`config.mk`:
```
export PLATFORM = sky130hd
export DESIGN_NAME = stepper_half_step_homing_driver
export DESIGN_NICKNAME = d
export VERILOG_FILES = /design/src/rtl/shhd_pkg.sv /design/src/rtl/shhd_cfg.sv /design/src/rtl/shhd_seq.sv /design/src/rtl/stepper_half_step_homing_driver.sv
export SDC_FILE = /design/constraint.sdc
export NUM_CORES = 1
export LEC_CHECK = 0
export BUFFER_PORTS_ARGS = -buffer_cell sky130_fd_sc_hd__buf_2
export CELL_PAD_IN_SITES_DETAIL_PLACEMENT = 0
export CELL_PAD_IN_SITES_GLOBAL_PLACEMENT = 1
export CORE_ASPECT_RATIO = 1.5
export CORE_MARGIN = 2
export CORE_UTILIZATION = 30
export CTS_CLUSTER_DIAMETER = 150
export DETAILED_ROUTE_END_ITERATION = 10
export PLACE_DENSITY = 0.59
export REMOVE_ABC_BUFFERS = 1
export SLEW_MARGIN = 15
export SYNTH_ARGS = -nofsm -noshare
export SYNTH_HDL_FRONTEND = slang
export SYNTH_SLANG_ARGS = --single-unit
```
`constraint.sdc`:
```
create_clock -name clk -period 3.51 [get_ports clk]
set_input_delay 0.351 -clock clk [delete_from_list [all_inputs] [get_ports clk]]
set_output_delay 0.351 -clock clk [all_outputs]
set_load 0.02 [all_outputs]
```
`src/rtl/shhd_pkg.sv`:
```
// Shared types and constants for the half-step stepper sequencer with homing.
`default_nettype none
package shhd_pkg;

    localparam int unsigned CFG_IDX_W = 3;

    localparam logic [CFG_IDX_W-1:0] CFG_STEP_DELAY    = 3'd0;
    localparam logic [CFG_IDX_W-1:0] CFG_PHASE_TABLE   = 3'd1;
    localparam logic [CFG_IDX_W-1:0] CFG_BACKOFF_STEPS = 3'd2;
    localparam logic [CFG_IDX_W-1:0] CFG_SEARCH_LIMIT  = 3'd3;
    localparam logic [CFG_IDX_W-1:0] CFG_FINAL_STEPS   = 3'd4;

    localparam logic [15:0] RST_STEP_DELAY    = 16'd1;
    localparam logic [31:0] RST_PHASE_TABLE   = 32'h98C4_6231;
    localparam logic [15:0] RST_BACKOFF_STEPS = 16'd1000;
    localparam logic [15:0] RST_SEARCH_LIMIT  = 16'd5000;
    localparam logic [15:0] RST_FINAL_STEPS   = 16'd200;

    localparam logic [15:0] SEARCH_CHUNK = 16'd8;

    typedef enum logic [1:0] {
        MODE_TICK = 2'd0,
        MODE_MOVE = 2'd1,
        MODE_HOME = 2'd2
    } mode_t;

    typedef enum logic [4:0] {
        ST_IDLE    = 5'b00001,
        ST_MOVE    = 5'b00010,
        ST_BACKOFF = 5'b00100,
        ST_SEARCH  = 5'b01000,
        ST_FINAL   = 5'b10000
    } seq_state_t;

    typedef struct packed {
        logic [15:0] step_delay;
        logic [31:0] phase_table;
        logic [15:0] backoff_steps;
        logic [15:0] search_limit;
        logic [15:0] final_steps;
    } cfg_t;

    typedef struct packed {
        mode_t       mode;
        logic [15:0] step_count;
        logic        forward;
        logic        sensor_closed;
    } req_t;

    typedef struct packed {
        logic        rejected;
        logic        home_ok;
        logic        done_res;
        logic        busy_res;
        logic [2:0]  phase;
        logic [3:0]  coil_drive;
    } res_t;

endpackage
`default_nettype wire

```
`src/rtl/shhd_cfg.sv`:
```
// Configuration register file for the stepper sequencer.
`default_nettype none
module shhd_cfg
(
    input  wire logic                           clk,
    input  wire logic                           rst_n,
    input  wire logic                           wr_en,
    input  wire logic [shhd_pkg::CFG_IDX_W-1:0] wr_index,
    input  wire logic [31:0]                    wr_data,
    output shhd_pkg::cfg_t                      cfg
);
    import shhd_pkg::*;

    cfg_t cfg_reg;
    cfg_t cfg_next;

    always_comb
    begin
        cfg_next = cfg_reg;
        if (wr_en)
        begin
            case (wr_index)
                CFG_STEP_DELAY:    cfg_next.step_delay    = wr_data[15:0];
                CFG_PHASE_TABLE:   cfg_next.phase_table   = wr_data;
                CFG_BACKOFF_STEPS: cfg_next.backoff_steps = wr_data[15:0];
                CFG_SEARCH_LIMIT:  cfg_next.search_limit  = wr_data[15:0];
                CFG_FINAL_STEPS:   cfg_next.final_steps   = wr_data[15:0];
                default:           cfg_next = cfg_reg;
            endcase
        end
    end

    always_ff @(posedge clk or negedge rst_n)
    begin
        if (!rst_n)
        begin
            cfg_reg.step_delay    <= RST_STEP_DELAY;
            cfg_reg.phase_table   <= RST_PHASE_TABLE;
            cfg_reg.backoff_steps <= RST_BACKOFF_STEPS;
            cfg_reg.search_limit  <= RST_SEARCH_LIMIT;
            cfg_reg.final_steps   <= RST_FINAL_STEPS;
        end
        else
        begin
            cfg_reg <= cfg_next;
        end
    end

    assign cfg = cfg_reg;

endmodule
`default_nettype wire

```
`src/rtl/shhd_seq.sv`:
```
// Sequencer state and next-state logic for moves, homing and ticks.
`default_nettype none
module shhd_seq
(
    input  wire logic           clk,
    input  wire logic           rst_n,
    input  wire logic           req_en,
    input  wire shhd_pkg::req_t req,
    input  wire shhd_pkg::cfg_t cfg,
    output shhd_pkg::res_t      res
);
    import shhd_pkg::*;

    seq_state_t  state_reg, state_next;
    logic [2:0]  phase_reg, phase_next;
    logic [15:0] wait_reg, wait_next;
    logic [15:0] steps_reg, steps_next;
    logic [15:0] chunks_reg, chunks_next;
    logic        dir_reg, dir_next;
    logic [3:0]  coil_reg, coil_next;

    logic        busy;
    logic        do_step;
    logic        step_dir;
    logic [15:0] step_cnt;
    logic [2:0]  step_phase;
    logic        done;
    logic        ok;
    logic        rej;

    assign busy = (state_reg != ST_IDLE);

    always_comb
    begin
        state_next  = state_reg;
        phase_next  = phase_reg;
        wait_next   = wait_reg;
        steps_next  = steps_reg;
        chunks_next = chunks_reg;
        dir_next    = dir_reg;
        coil_next   = coil_reg;
        do_step     = 1'b0;
        step_dir    = dir_reg;
        step_cnt    = steps_reg;
        done        = 1'b0;
        ok          = 1'b0;
        rej         = 1'b0;

        case (req.mode)
            MODE_TICK:
            begin
                if (busy)
                begin
                    if (wait_reg != 16'd0)
                    begin
                        wait_next = wait_reg - 16'd1;
                    end
                    else if (steps_reg != 16'd0)
                    begin
                        do_step = 1'b1;
                    end
                    else
                    begin
                        case (state_reg)
                            ST_BACKOFF:
                            begin
                                if (chunks_reg == 16'd0)
                                begin
                                    state_next = ST_IDLE;
                                    done       = 1'b1;
                                end
                                else
                                begin
                                    chunks_next = chunks_reg - 16'd1;
                                    state_next  = ST_SEARCH;
                                    step_dir    = 1'b1;
                                    step_cnt    = SEARCH_CHUNK;
                                    do_step     = 1'b1;
                                end
                            end
                            ST_SEARCH:
                            begin
                                if (req.sensor_closed)
                                begin
                                    step_dir = 1'b1;
                                    dir_next = 1'b1;
                                    if (cfg.final_steps != 16'd0)
                                    begin
                                        state_next = ST_FINAL;
                                        step_cnt   = cfg.final_steps;
                                        do_step    = 1'b1;
                                    end
                                    else
                                    begin
                                        state_next = ST_IDLE;
                                        steps_next = 16'd0;
                                        done       = 1'b1;
                                        ok         = 1'b1;
                                    end
                                end
                                else if (chunks_reg == 16'd0)
                                begin
                                    state_next = ST_IDLE;
                                    done       = 1'b1;
                                end
                                else
                                begin
                                    chunks_next = chunks_reg - 16'd1;
                                    step_dir    = 1'b1;
                                    step_cnt    = SEARCH_CHUNK;
                                    do_step     = 1'b1;
                                end
                            end
                            ST_FINAL:
                            begin
                                state_next = ST_IDLE;
                                done       = 1'b1;
                                ok         = 1'b1;
                            end
                            default:
                            begin
                                state_next = ST_IDLE;
                                done       = 1'b1;
                            end
                        endcase
                    end
                end
            end
            MODE_MOVE:
            begin
                if (busy)
                begin
                    rej = 1'b1;
                end
                else
                begin
                    state_next = ST_MOVE;
                    steps_next = req.step_count;
                    dir_next   = req.forward;
                    wait_next  = 16'd0;
                end
            end
            MODE_HOME:
            begin
                if (busy)
                begin
                    rej = 1'b1;
                end
                else
                begin
                    state_next  = ST_BACKOFF;
                    steps_next  = req.sensor_closed ? cfg.backoff_steps : 16'd0;
                    dir_next    = 1'b0;
                    chunks_next = cfg.search_limit;
                    wait_next   = 16'd0;
                end
            end
            default:
            begin
                rej = 1'b0;
            end
        endcase

        step_phase = step_dir ? (phase_reg + 3'd1) : (phase_reg - 3'd1);
        if (do_step)
        begin
            dir_next   = step_dir;
            phase_next = step_phase;
            coil_next  = cfg.phase_table[{step_phase, 2'b00} +: 4];
            steps_next = step_cnt - 16'd1;
            wait_next  = cfg.step_delay;
        end
    end

    always_ff @(posedge clk or negedge rst_n)
    begin
        if (!rst_n)
        begin
            state_reg  <= ST_IDLE;
            phase_reg  <= 3'd0;
            wait_reg   <= 16'd0;
            steps_reg  <= 16'd0;
            chunks_reg <= 16'd0;
            dir_reg    <= 1'b1;
            coil_reg   <= 4'd0;
        end
        else if (req_en)
        begin
            state_reg  <= state_next;
            phase_reg  <= phase_next;
            wait_reg   <= wait_next;
            steps_reg  <= steps_next;
            chunks_reg <= chunks_next;
            dir_reg    <= dir_next;
            coil_reg   <= coil_next;
        end
    end

    always_comb
    begin
        res.coil_drive = coil_next;
        res.phase      = phase_next;
        res.busy_res   = (state_next != ST_IDLE);
        res.done_res   = done;
        res.home_ok    = ok;
        res.rejected   = rej;
    end

endmodule
`default_nettype wire

```
`src/rtl/stepper_half_step_homing_driver.sv`:
```
// Top level of the half-step stepper sequencer with homing and result register.
// The result of an accepted request is registered and shown on the master side in the cycle after acceptance.
// Throughput: one request per cycle while the master side takes each result; the sequencer state updates at acceptance.
// A held result does not block a new request while the master side takes it.
// Reset (rst_n low, asynchronous): sequencer idle, phase 0, coils off,
// configuration registers at their default values, no result pending.
`default_nettype none
module stepper_half_step_homing_driver
(
    input  wire logic                           clk,
    input  wire logic                           rst_n,
    input  wire logic                           s_axis_tvalid,
    output      logic                           s_axis_tready,
    input  wire logic [23:0]                    s_axis_tdata,  // step_count, forward, sensor_closed
    input  wire logic [1:0]                     s_axis_tuser,  // mode
    output      logic                           m_axis_tvalid,
    input  wire logic                           m_axis_tready,
    output      logic [15:0]                    m_axis_tdata,  // coil_drive, phase, busy_res,
                                                               // done_res, home_ok, rejected
    input  wire logic                           cfg_valid,
    output      logic                           cfg_ready,
    input  wire logic [shhd_pkg::CFG_IDX_W-1:0] cfg_index,
    input  wire logic [31:0]                    cfg_data
);
    import shhd_pkg::*;

    cfg_t cfg;
    req_t req;
    res_t res;
    res_t res_reg;
    logic out_valid_reg;
    logic in_accept;

    assign cfg_ready     = 1'b1;
    assign s_axis_tready = !out_valid_reg || m_axis_tready;
    assign in_accept     = s_axis_tvalid && s_axis_tready;

    always_comb
    begin
        req.mode          = mode_t'(s_axis_tuser);
        req.step_count    = s_axis_tdata[15:0];
        req.forward       = s_axis_tdata[16];
        req.sensor_closed = s_axis_tdata[17];
    end

    shhd_cfg u_cfg
    (
        .clk      (clk),
        .rst_n    (rst_n),
        .wr_en    (cfg_valid && cfg_ready),
        .wr_index (cfg_index),
        .wr_data  (cfg_data),
        .cfg      (cfg)
    );

    shhd_seq u_seq
    (
        .clk    (clk),
        .rst_n  (rst_n),
        .req_en (in_accept),
        .req    (req),
        .cfg    (cfg),
        .res    (res)
    );

    always_ff @(posedge clk or negedge rst_n)
    begin
        if (!rst_n)
        begin
            out_valid_reg <= 1'b0;
        end
        else if (in_accept)
        begin
            out_valid_reg <= 1'b1;
        end
        else if (m_axis_tready)
        begin
            out_valid_reg <= 1'b0;
        end
    end

    always_ff @(posedge clk)
    begin
        if (in_accept)
        begin
            res_reg <= res;
        end
    end

    assign m_axis_tvalid = out_valid_reg;
    assign m_axis_tdata  = {5'd0, res_reg};

    a_accept_gives_result: assert property (@(posedge clk) disable iff (!rst_n)
        in_accept |=> m_axis_tvalid)
        else $error("accepted request produced no result");

    a_done_leaves_idle: assert property (@(posedge clk) disable iff (!rst_n)
        (m_axis_tvalid && res_reg.done_res) |-> !res_reg.busy_res)
        else $error("finished sequence still busy");

    a_reject_only_busy: assert property (@(posedge clk) disable iff (!rst_n)
        (m_axis_tvalid && res_reg.rejected) |-> (res_reg.busy_res && !res_reg.done_res))
        else $error("request rejected while idle");

    a_ok_with_done: assert property (@(posedge clk) disable iff (!rst_n)
        (m_axis_tvalid && res_reg.home_ok) |-> res_reg.done_res)
        else $error("home success without finish");

endmodule
`default_nettype wire

```
==> summary.txt, run 1 <==
Clock network
  – Post-CTS Hold Buffers: 0
  – # H-tree levels: 4
  – Clk Latency, worst-skew pair: 0.45 ns
  – Post-CTS sizing: 0
  – Clock Tree Root: clkbuf_16
  – Reg clk slew, reported paths: 0.07 ns
  – CTS Buf Count: 17
  – CTS tree: done
  – Clock Sink Count: 169
  – Largest buffer count on any clock path: 2
  – Setup bufs post-CTS: 0

Floorplan
  – Rows: 77
  – Die footprint: 31,500 um^2
  – Boundary pin count: 85
  – Chip Height: 216 um
  – Core ar.: 29,600 um^2
  – Initial Util: 30.5%
  – Die X: 146 um

Cells and area
  – Layout cells sized above 1: 35.1%
  – Commonest non-fill, non-tap cells in the layout: 129 x dfrtp_1, 99 x mux2_2, 74 x buf_4
  – Cell Count, Final, Fillers Out: 1,386
  – Core Util, Final: 36.9%
  – Most common cell after layout, fill and taps aside: dfrtp_1
  – ANT cells: 0
  – Area grow syn2layout: 20.9%
  – Max FFs per register: 96
  – Final Net Count: 1,054

Synthesis
  – Number of synthesized flops with an enable pin: 11
  – Primary FF master, synth: dfrtp_1
  – Synth area leaders: dfrtp_1 36%, mux2_2 12%, dfstp_2 8.4%
  – Sequential fraction of the synthesis area: 47.9%
  – Netlist cell types: 78
  – Mapped Cells: 853
  – Seq cells post-synth: 169
  – Yosys top cell area share: 35.8%
  – Async S/R FF share, synth: 93.5%
  – Synth Warn #: 0
  – Mapped Area: 9020 um^2
  – Largest area contributor in the synthesized netlist: dfrtp_1
  – Syn_area_per_cell: 10.6 um^2

Run status
  – Violated checks: negative hold slack
  – Outcome: complete, but fails checks

Critical path
  – CP arrival: 3.66 ns
  – Worst setup startpoint: u_cfg.cfg[9]$_DFFE_PN0P_
  – Setup crit end: u_seq.steps_reg[8]$_DFFE_PN0P_
  – R2R Path End: u_seq.steps_reg[8]$_DFFE_PN0P_
  – FF-to-FF Start: u_cfg.cfg[9]$_DFFE_PN0P_
  – Crit path capture type: register
  – Element type at the critical path start: register
  – Crit path kind: reg -> reg
  – Req. time, crit path: 3.85 ns
  – Reg2reg path depth: 11
  – Critical Path Fanout Max: 2
  – Reg2Reg Setup Slack: 0.19 ns

Global routing
  – Total GRT Usage: 18.1%
  – Initial antenna violation count: 0
  – Largest net degree at the start of global routing: 82
  – Grt total ovfl: 0
  – Vias in the first global route: 7,358
  – First-pass GRT wire length: 43.5 mm

Route
  – DRC: 0
  – Vias/cell: 5.16
  – Final WL: 27.5 mm
  – DR iter-0 viols: 341
  – Detailed Routing Iterations Pass 1: 4
  – Final ANT Viol Nets: 0
  – Via count: 7,150
  – WL per Instance: 19.9 um

Job
  – MaxCap Viol Count: 0

STA
  – Hold WS: -0.0387 ns
  – Layout Skew: 0.00890 ns
  – # setup viols final: 0
  – Minimum clock period: 3.32 ns
  – RSZ-0062 raised after global routing: false
  – Tightest Pin Transition: 0.869 ns
  – Slew headroom: 41.9%
  – Fin crit share: 94.5%
  – Hold Violations, Final: 22
  – Top achievable clock speed: 301 MHz
  – Final Max Tran Viols: 0
  – Setup tns final: 0 ns

Place
  – Routability cong.: 0.901
  – Port-buffer cells: 72
  – Post-DP HPWL: 20.5 mm
  – Dpl cells: 1,354

Pwr
  – Pwr Density: 643 nW/um^2
  – Leakage: 0.00447 uW
  – Peak VDD IR: 0.381 mV

Worst hold path
  – Min-delay worst type: in -> async
cells in the mapped netlist (10+ instances only):
cell and n:
nand2b_1 12, nor2_1 65, inv_1 14, nand3_1 17, mux2_2 99, a21oi_1 61
o21ai_0 47, o21ai_1 25, nor4_1 15, dfrtp_1 129, nor3_1 32, nand2_1 49
buf_2 14, a22oi_1 20, clkbuf_1 21, a31oi_1 10, edfxtp_1 11, or3_1 13
dfstp_2 29
worst max-delay path, cell delays in order, from the launching register on:
cell and delay [ns]:
dfrtp_1 0.38, or4_4 0.58, nor4_4 0.31, nor2_1 0.10, a21oi_1 0.18, ha_1 0.19
nand2b_1 0.09, o21bai_1 0.19, or4_4 0.56, a2111oi_4 0.33, o21ai_1 0.10, a22o_1 0.20
area by class of cell:
type	count	area [um^2]
clock buffers	19	433
repair buffers	149	982
well taps	395	494
flip-flops and latches	169	4320
inverters	15	56.3
multi-input cells	626	4490
clock inverters	13	134
fillers	3037	18700
routing by layer:
metal	part of all wire, %	global-route usage, %	wire [um]
met1	42	22.0	11600
met2	52	32.4	14300
met3	3.4	2.59	924
met4	2.4	6.99	659
met5	0	0	0
cell families after synthesis:
family | synth area share [%]
mux | 15.0
buf+inv | 3.15
compound gates | 15.2
flops | 47.9
xor+xnor | 0.957
fa+ha+maj | 1.47
other cells | 0.0833
simple gates | 16.2
report_power, final:
part / switching [uW] / leakage, uW / internal [uW]
registers: 320 / 0.00199 / 2460
logic: 1230 / 0.00220 / 1130
clock network: 874 / 0.000279 / 1000
total: 2420 / 0.00447 / 4590
metrics by stage:
step | total power [uW] | cell area [um^2] | setup WS (ns)
floorplan | 4240 | 8810 | -0.0232
global placement | 5120 | 10300 | 0.0735
detailed placement | 5160 | 10300 | 0.0564
CTS | 7060 | 10900 | 0.0717
global route | 7470 | 10900 | 0.0141
finish | 7010 | 10900 | 0.193
worst min path at each step:
| stage | from | endpoint | slack (ns) | cells past startpoint |
|---|---|---|---|---|
| finish | rst_n | u_cfg.cfg[26]$_DFFE_PN0P_ | -0.04 | 1 |
| global route | rst_n | u_cfg.cfg[27]$_DFFE_PN0P_ | 0.03 | 1 |
| CTS | rst_n | u_seq.chunks_reg[6]$_DFFE_PN0P_ | 0.004 | 1 |
| detailed placement | u_seq.coil_reg[1]$_DFFE_PN0P_ | u_seq.coil_reg[1]$_DFFE_PN0P_ | 0.48 | 2 |
| global placement | u_seq.coil_reg[2]$_DFFE_PN0P_ | u_seq.coil_reg[2]$_DFFE_PN0P_ | 0.47 | 2 |
| floorplan | rst_n | m_axis_tvalid$_DFFE_PN0P_ | 0.06 | 0 |
(Power assumes the default switching activity.)
==> run 2, diff against run 1 <==
- CTS_BUF_LIST: not set -> sky130_fd_sc_hd__clkbuf_4 sky130_fd_sc_hd__clkbuf_8
==> summary.txt, run 2 (synthesis results as in run 1) <==
Run status
  – Outcome: complete, no violations

Pwr
  – Peak VDD IR: 0.294 mV (-23%)
  – Pwr Density: 610 nW/um^2 (-5.0%)
  – Switching share of power: 36.1% (+1.6 points)
  – Comb pwr share: 36.0% (+2.3 points)
  – Leakage: 0.00439 uW (-1.7%)
  – Sequential Power Share: 42.3% (+2.7 points)
  – Psw: 2370 uW (-2.3%)
  – Int Pwr: 4180 uW (-8.8%)
  – Clock share of power: 21.6% (-5.1 points)

STA
  – Hold Violations, Final: 0 (-100%)
  – # setup viols final: 0 (unchanged)
  – Tightest Pin Transition: 0.876 ns (+0.00693 ns)
  – Layout Skew: 0.0151 ns (+0.00619 ns)
  – Top achievable clock speed: 303 MHz (+0.37%)
  – Minimum clock period: 3.30 ns (-0.0123 ns)
  – RSZ-0062 raised after global routing: false
  – Fin crit share: 94.1% (-0.35 points)
  – Final Max Tran Viols: 0 (unchanged)
  – Slew headroom: 41.5% (-0.46 points)

Cells and area
  – Final Net Count: 1,055 (+0.095%)
  – Commonest non-fill, non-tap cells in the layout: 129 x dfrtp_1, 99 x mux2_2, 74 x buf_4
  – ANT cells: 0 (unchanged)
  – Design area: 10,700 um^2 (-1.7%)
  – Area grow syn2layout: 18.9%
  – Most common cell after layout, fill and taps aside: dfrtp_1
  – Cell Count, Final, Fillers Out: 1,387 (+0.072%)
  – Fillers: 3,066 (+0.95%)
  – Core Util, Final: 36.3% (-0.61 points)
  – Layout cells sized above 1: 35.2% (+0.065 points)
  – Max FFs per register: 96 (unchanged)

Critical path
  – Reg2reg path depth: 11 (unchanged)
  – FF-to-FF Start: u_cfg.cfg[9]$_DFFE_PN0P_
  – CP arrival: 3.70 ns (+0.04 ns)
  – Element type at the critical path start: register
  – Reg2Reg Setup Slack: 0.21 ns (about the same)
  – Worst setup startpoint: u_cfg.cfg[9]$_DFFE_PN0P_
  – Crit path capture type: register
  – Req. time, crit path: 3.91 ns (+0.06 ns)
  – R2R Path End: u_seq.steps_reg[8]$_DFFE_PN0P_
  – Setup crit end: u_seq.steps_reg[8]$_DFFE_PN0P_
  – Critical Path Fanout Max: 2 (unchanged)
  – Crit path kind: reg -> reg

Place
  – Area post-placement: 10,300 um^2 (unchanged)
  – Routability cong.: 0.901 (unchanged)
  – Dpl cells: 1,354 (unchanged)
  – Post-DP HPWL: 20.5 mm (unchanged)
  – Port-buffer cells: 72 (unchanged)

Route
  – DR iter-0 viols: 395 (+16%)
  – Final ANT Viol Nets: 0 (unchanged)
  – Detailed Routing Iterations Pass 1: 4 (unchanged)
  – Vias/cell: 5.19 (+0.63%)
  – WL per Instance: 19.8 um (-0.22%)
  – DRC: 0 (unchanged)
  – Via count: 7,200 (+0.70%)
  – Final WL: 27.5 mm (-0.15%)

Clock network
  – CTS Buf Count: 17 (unchanged)
  – # H-tree levels: 4 (unchanged)
  – Clock Sink Count: 169 (unchanged)
  – Clock Tree Root: clkbuf_8
  – CTS tree: done
  – Reg clk slew, reported paths: 0.11 ns (+0.04 ns)
  – Setup bufs post-CTS: 0 (unchanged)
  – Clk Latency, worst-skew pair: 0.50 ns (+0.05 ns)
  – Largest buffer count on any clock path: 2 (unchanged)

Worst hold path
  – Hold path cells: 2
  – Min-delay worst type: in -> reg

Global routing
  – Largest net degree at the start of global routing: 82 (unchanged)
  – Total GRT Usage: 18.1% (-0.043 points)
  – Initial antenna violation count: 0 (unchanged)
  – First-pass GRT wire length: 43.3 mm (-0.35%)
  – Grt total ovfl: 0 (unchanged)
  – Vias in the first global route: 7,346 (-0.16%)

Floorplan
  – Initial Util: 30.5% (unchanged)
  – Chip Height: 216 um (unchanged)
  – Die X: 146 um (unchanged)
  – Boundary pin count: 85 (unchanged)
  – Core ar.: 29,600 um^2 (unchanged)
  – Rows: 77 (unchanged)
  – Die footprint: 31,500 um^2 (unchanged)

Job
  – MaxCap Viol Count: 0 (unchanged)
## run 2: timing repair
item,CTS,global route
endpoints found under the setup margin,0,5
gates resized for setup,0,8
hold buffers,1,0
hold endpoints to repair,64,0
## run 2: worst max-delay path, cell delays in order (launching register included)
cell       delay, ns
dfrtp_1         0.39
or4_4           0.58
nor4_4          0.31
nor2_1          0.10
a21oi_1         0.18
ha_1            0.19
nand2b_1        0.09
o21bai_1        0.19
or4_4           0.55
a2111oi_4       0.33
o21ai_1         0.10
a22o_1          0.20
## run 2: area by class of cell
| class | instances | area (um^2) | area share, % |
|---|---|---|---|
| sequential | 169 | 4320 | 40.3 |
| tap | 395 | 494 | 4.61 |
| inverter | 15 | 56.3 | 0.525 |
| multi-input combinational | 626 | 4480 | 41.8 |
| timing repair buffer | 150 | 992 | 9.25 |
| clock buffer | 19 | 249 | 2.32 |
| clock inverter | 13 | 134 | 1.25 |
## run 2: per-stage QoR
stage / TNS (ns) / hold slack, ns / total power [uW] / setup WS, ns
4_1_cts: 0 / 0.0268 / 6600 / 0.0677
3_3_place_gp: 0 / 0.469 / 5120 / 0.0735
3_5_place_dp: 0 / 0.476 / 5160 / 0.0564
2_1_floorplan: -0.0232 / 0.0554 / 4240 / -0.0232
6_report: 0 / 0.0652 / 6550 / 0.205
5_1_grt: 0 / 0.0356 / 7000 / 0.0102
## run 2: worst min path at each step
stage | startpoint | end | slack, ns
detailed placement | u_seq.coil_reg[1]$_DFFE_PN0P_ | u_seq.coil_reg[1]$_DFFE_PN0P_ | 0.48
global placement | u_seq.coil_reg[2]$_DFFE_PN0P_ | u_seq.coil_reg[2]$_DFFE_PN0P_ | 0.47
floorplan | rst_n | m_axis_tvalid$_DFFE_PN0P_ | 0.06
CTS | s_axis_tvalid | m_axis_tvalid$_DFFE_PN0P_ | 0.03
global route | s_axis_tvalid | m_axis_tvalid$_DFFE_PN0P_ | 0.04
finish | s_axis_tvalid | m_axis_tvalid$_DFFE_PN0P_ | 0.07
## run 2: power by group through the flow
stage,clock network (uW),registers (uW),logic (uW)
after global placement,0,2800,2320
final,1420,2770,2360
after floorplan,0,2760,1470
after detailed placement,0,2810,2350
after CTS,1470,2770,2360
after global routing,1560,2830,2620
## run 2: layer usage
layer | track usage, % | vias to the layer above | wire (um)
li1 | - | 3432 | -
met1 | 21.9 | 3582 | 11800
met2 | 32.3 | 144 | 14200
met3 | 2.82 | 42 | 777
met4 | 6.67 | 0 | 760
met5 | 0 | - | 0
==> run 3, diff against run 2 <==
- CORE_UTILIZATION: 30 -> 44
- PLACE_DENSITY: 0.59 -> 0.8
==> summary.txt, run 3 (synthesis results as in run 1) <==
STA
  – Slew headroom: 45.8% (+4.3 points)
  – Final Max Tran Viols: 0 (unchanged)
  – Hold Violations, Final: 0 (unchanged)
  – Layout Skew: 0.0144 ns (-0.000717 ns)
  – Minimum clock period: 3.36 ns (+0.0584 ns)
  – # setup viols final: 0 (unchanged)
  – Fin crit share: 95.8% (+1.7 points)
  – Top achievable clock speed: 297 MHz (-1.7%)
  – Tightest Pin Transition: 0.811 ns (-0.0643 ns)

Global routing
  – Largest net degree at the start of global routing: 102 (+24%)
  – Initial antenna violation count: 0 (unchanged)
  – Total GRT Usage: 24.0% (+5.9 points)
  – Vias in the first global route: 7,280 (-0.90%)
  – Grt total ovfl: 0 (unchanged)
  – First-pass GRT wire length: 39.6 mm (-8.6%)

Worst hold path
  – Hold path cells: 2 (unchanged)
  – HP Start: s_axis_tvalid
  – Min-delay worst type: in -> reg
  – Hold path endpoint: m_axis_tvalid$_DFFE_PN0P_

Place
  – Port-buffer cells: 72 (unchanged)
  – Dpl cells: 1,218 (-10%)
  – Routability cong.: 0.961 (+6.7%)
  – Post-DP HPWL: 18.4 mm (-10%)

Critical path
  – Req. time, crit path: 3.88 ns (-0.03 ns)
  – Crit-path max cell delay: 0.59 ns (about the same)
  – Critical Path Fanout Max: 4 (+2)
  – Crit path kind: reg -> reg
  – Slowest cell on the critical path: or4_4
  – Crit path capture type: register
  – Reg2Reg Setup Slack: 0.15 ns (-0.06 ns)
  – Element type at the critical path start: register
  – R2R Path End: u_seq.steps_reg[8]$_DFFE_PN0P_
  – CP arrival: 3.73 ns (+0.03 ns)
  – Crit path cell chain: or4_4 > nor4_4 > nor2_1 > a21oi_1 > ha_1 > nand2b_1 > o21bai_1 > or4_1 > a2111oi_2 > o21ai_1 > a22o_1
  – FF-to-FF Start: u_cfg.cfg[9]$_DFFE_PN0P_
  – Reg2reg path depth: 11 (unchanged)

Cells and area
  – Area grow syn2layout: 17.0%
  – Cell Count, Final, Fillers Out: 1,253 (-9.7%)
  – ANT cells: 0 (unchanged)
  – Layout cells sized above 1: 35.1% (-0.096 points)
  – Fillers: 1,886 (-38%)
  – Core Util, Final: 52.1% (+16 points)
  – Final Net Count: 1,052 (-0.28%)
  – Commonest non-fill, non-tap cells in the layout: 129 x dfrtp_1, 99 x mux2_2, 71 x buf_2, 71 x buf_4, 65 x nor2_1
  – Max FFs per register: 96 (unchanged)
  – Most common cell after layout, fill and taps aside: dfrtp_1

Route
  – Detailed Routing Iterations Pass 1: 5 (+1)
  – WL per Instance: 19.9 um (+0.23%)
  – Final WL: 24.9 mm (-9.5%)
  – Final ANT Viol Nets: 0 (unchanged)
  – DR iter-0 viols: 437 (+11%)
  – Via count: 7,233 (+0.46%)
  – Vias/cell: 5.77 (+11%)
  – DRC: 0 (unchanged)

Clock network
  – Largest buffer count on any clock path: 2 (unchanged)
  – Clk Latency, worst-skew pair: 0.47 ns (-0.03 ns)
  – # H-tree levels: 4 (unchanged)
  – Clock Tree Root: clkbuf_8
  – CTS Buf Count: 17 (unchanged)
  – Clock Sink Count: 169 (unchanged)
  – Reg clk slew, reported paths: 0.10 ns (about the same)
  – CTS tree: done

Floorplan
  – Core ar.: 20,300 um^2 (-32%)
  – Chip Height: 179 um (-17%)
  – Rows: 64 (-17%)
  – Die footprint: 21,700 um^2 (-31%)
  – Die X: 121 um (-17%)
  – Boundary pin count: 85 (unchanged)
  – Initial Util: 44.5% (+14 points)

Pwr
  – Peak VDD IR: 0.435 mV (+48%)
  – Pwr Density: 623 nW/um^2 (+2.0%)
  – Leakage: 0.00438 uW (-0.18%)

Job
  – MaxCap Viol Count: 0 (unchanged)

Run status
  – Outcome: complete, no violations
-- run 3: cell types whose count changed in the layout (fill, tap and decap cells not counted), sizes merged --
cell      change
bufinv        +1
buf           -3
clkinvlp      +1
inv           -2
clkinv        +1
clkbuf        -1
-- run 3: worst max-delay path by stage --
stage / startpoint / to / slack [ns]
after global placement: s_axis_tuser[0] / m_axis_tdata[3]$_DFFE_PP_ / 0.13
after detailed placement: s_axis_tuser[0] / m_axis_tdata[2]$_DFFE_PP_ / 0.06
after global routing: u_seq.wait_reg[0]$_DFFE_PN0P_ / m_axis_tdata[2]$_DFFE_PP_ / -0.04
final: u_cfg.cfg[9]$_DFFE_PN0P_ / u_seq.steps_reg[8]$_DFFE_PN0P_ / 0.15
after CTS: u_cfg.cfg[9]$_DFFE_PN0P_ / u_seq.steps_reg[8]$_DFFE_PN0P_ / 0.08
after floorplan: u_cfg.cfg[5]$_DFFE_PN0P_ / u_seq.steps_reg[8]$_DFFE_PN0P_ / -0.02
-- run 3: timing repair --
item	4_1_cts	5_1_grt
resized for setup	0	8
buffers inserted	0	2
setup endpoints to repair	0	5
hold buffers	1	0
hold endpoints to repair	45	0
-- run 3: cell type report --
type,instances,area [um^2],share of cell area [%]
Timing Repair Buffer,147,970,9.19
Inverter,15,56.3,0.534
Multi-Input combinational cell,626,4470,42.4
Sequential cell,169,4320,40.9
Clock buffer,18,241,2.29
Tap cell,264,330,3.13
Clock inverter,14,160,1.52
-- run 3: worst max-delay path, delay by kind of cell (launching register included) --
kind / cells / cell delay [ns]
flops: 1 / 0.41
fa+ha+maj: 1 / 0.19
compound gates: 5 / 1.03
simple gates: 5 / 1.64
-- run 3: power breakdown --
part           switching, uW  total [uW]  internal [uW]
combinational           1200        2360           1160
sequential               316        2770           2450
clock                    783        1440            658
-- run 3: stage by stage --
step / total power, uW / setup WS (ns) / hold WS, ns / TNS [ns] / instance area, um^2
floorplan: 4240 / -0.0232 / 0.0554 / -0.0232 / 8810
global placement: 5050 / 0.128 / 0.364 / 0 / 10100
detailed placement: 5120 / 0.0558 / 0.371 / 0 / 10100
CTS: 6570 / 0.0825 / 0.0517 / 0 / 10500
global route: 6980 / -0.0389 / 0.0592 / -0.0389 / 10600
finish: 6570 / 0.147 / 0.0904 / 0 / 10600
-- run 3: per-layer routing --
| metal | wire [um] | track usage [%] | part of all wire, % |
|---|---|---|---|
| met1 | 10400 | 29.7 | 42 |
| met5 | 0 | 0 | 0 |
| met3 | 1030 | 4.40 | 4.1 |
| met2 | 12100 | 39.4 | 49 |
| met4 | 1320 | 13.8 | 5.3 |
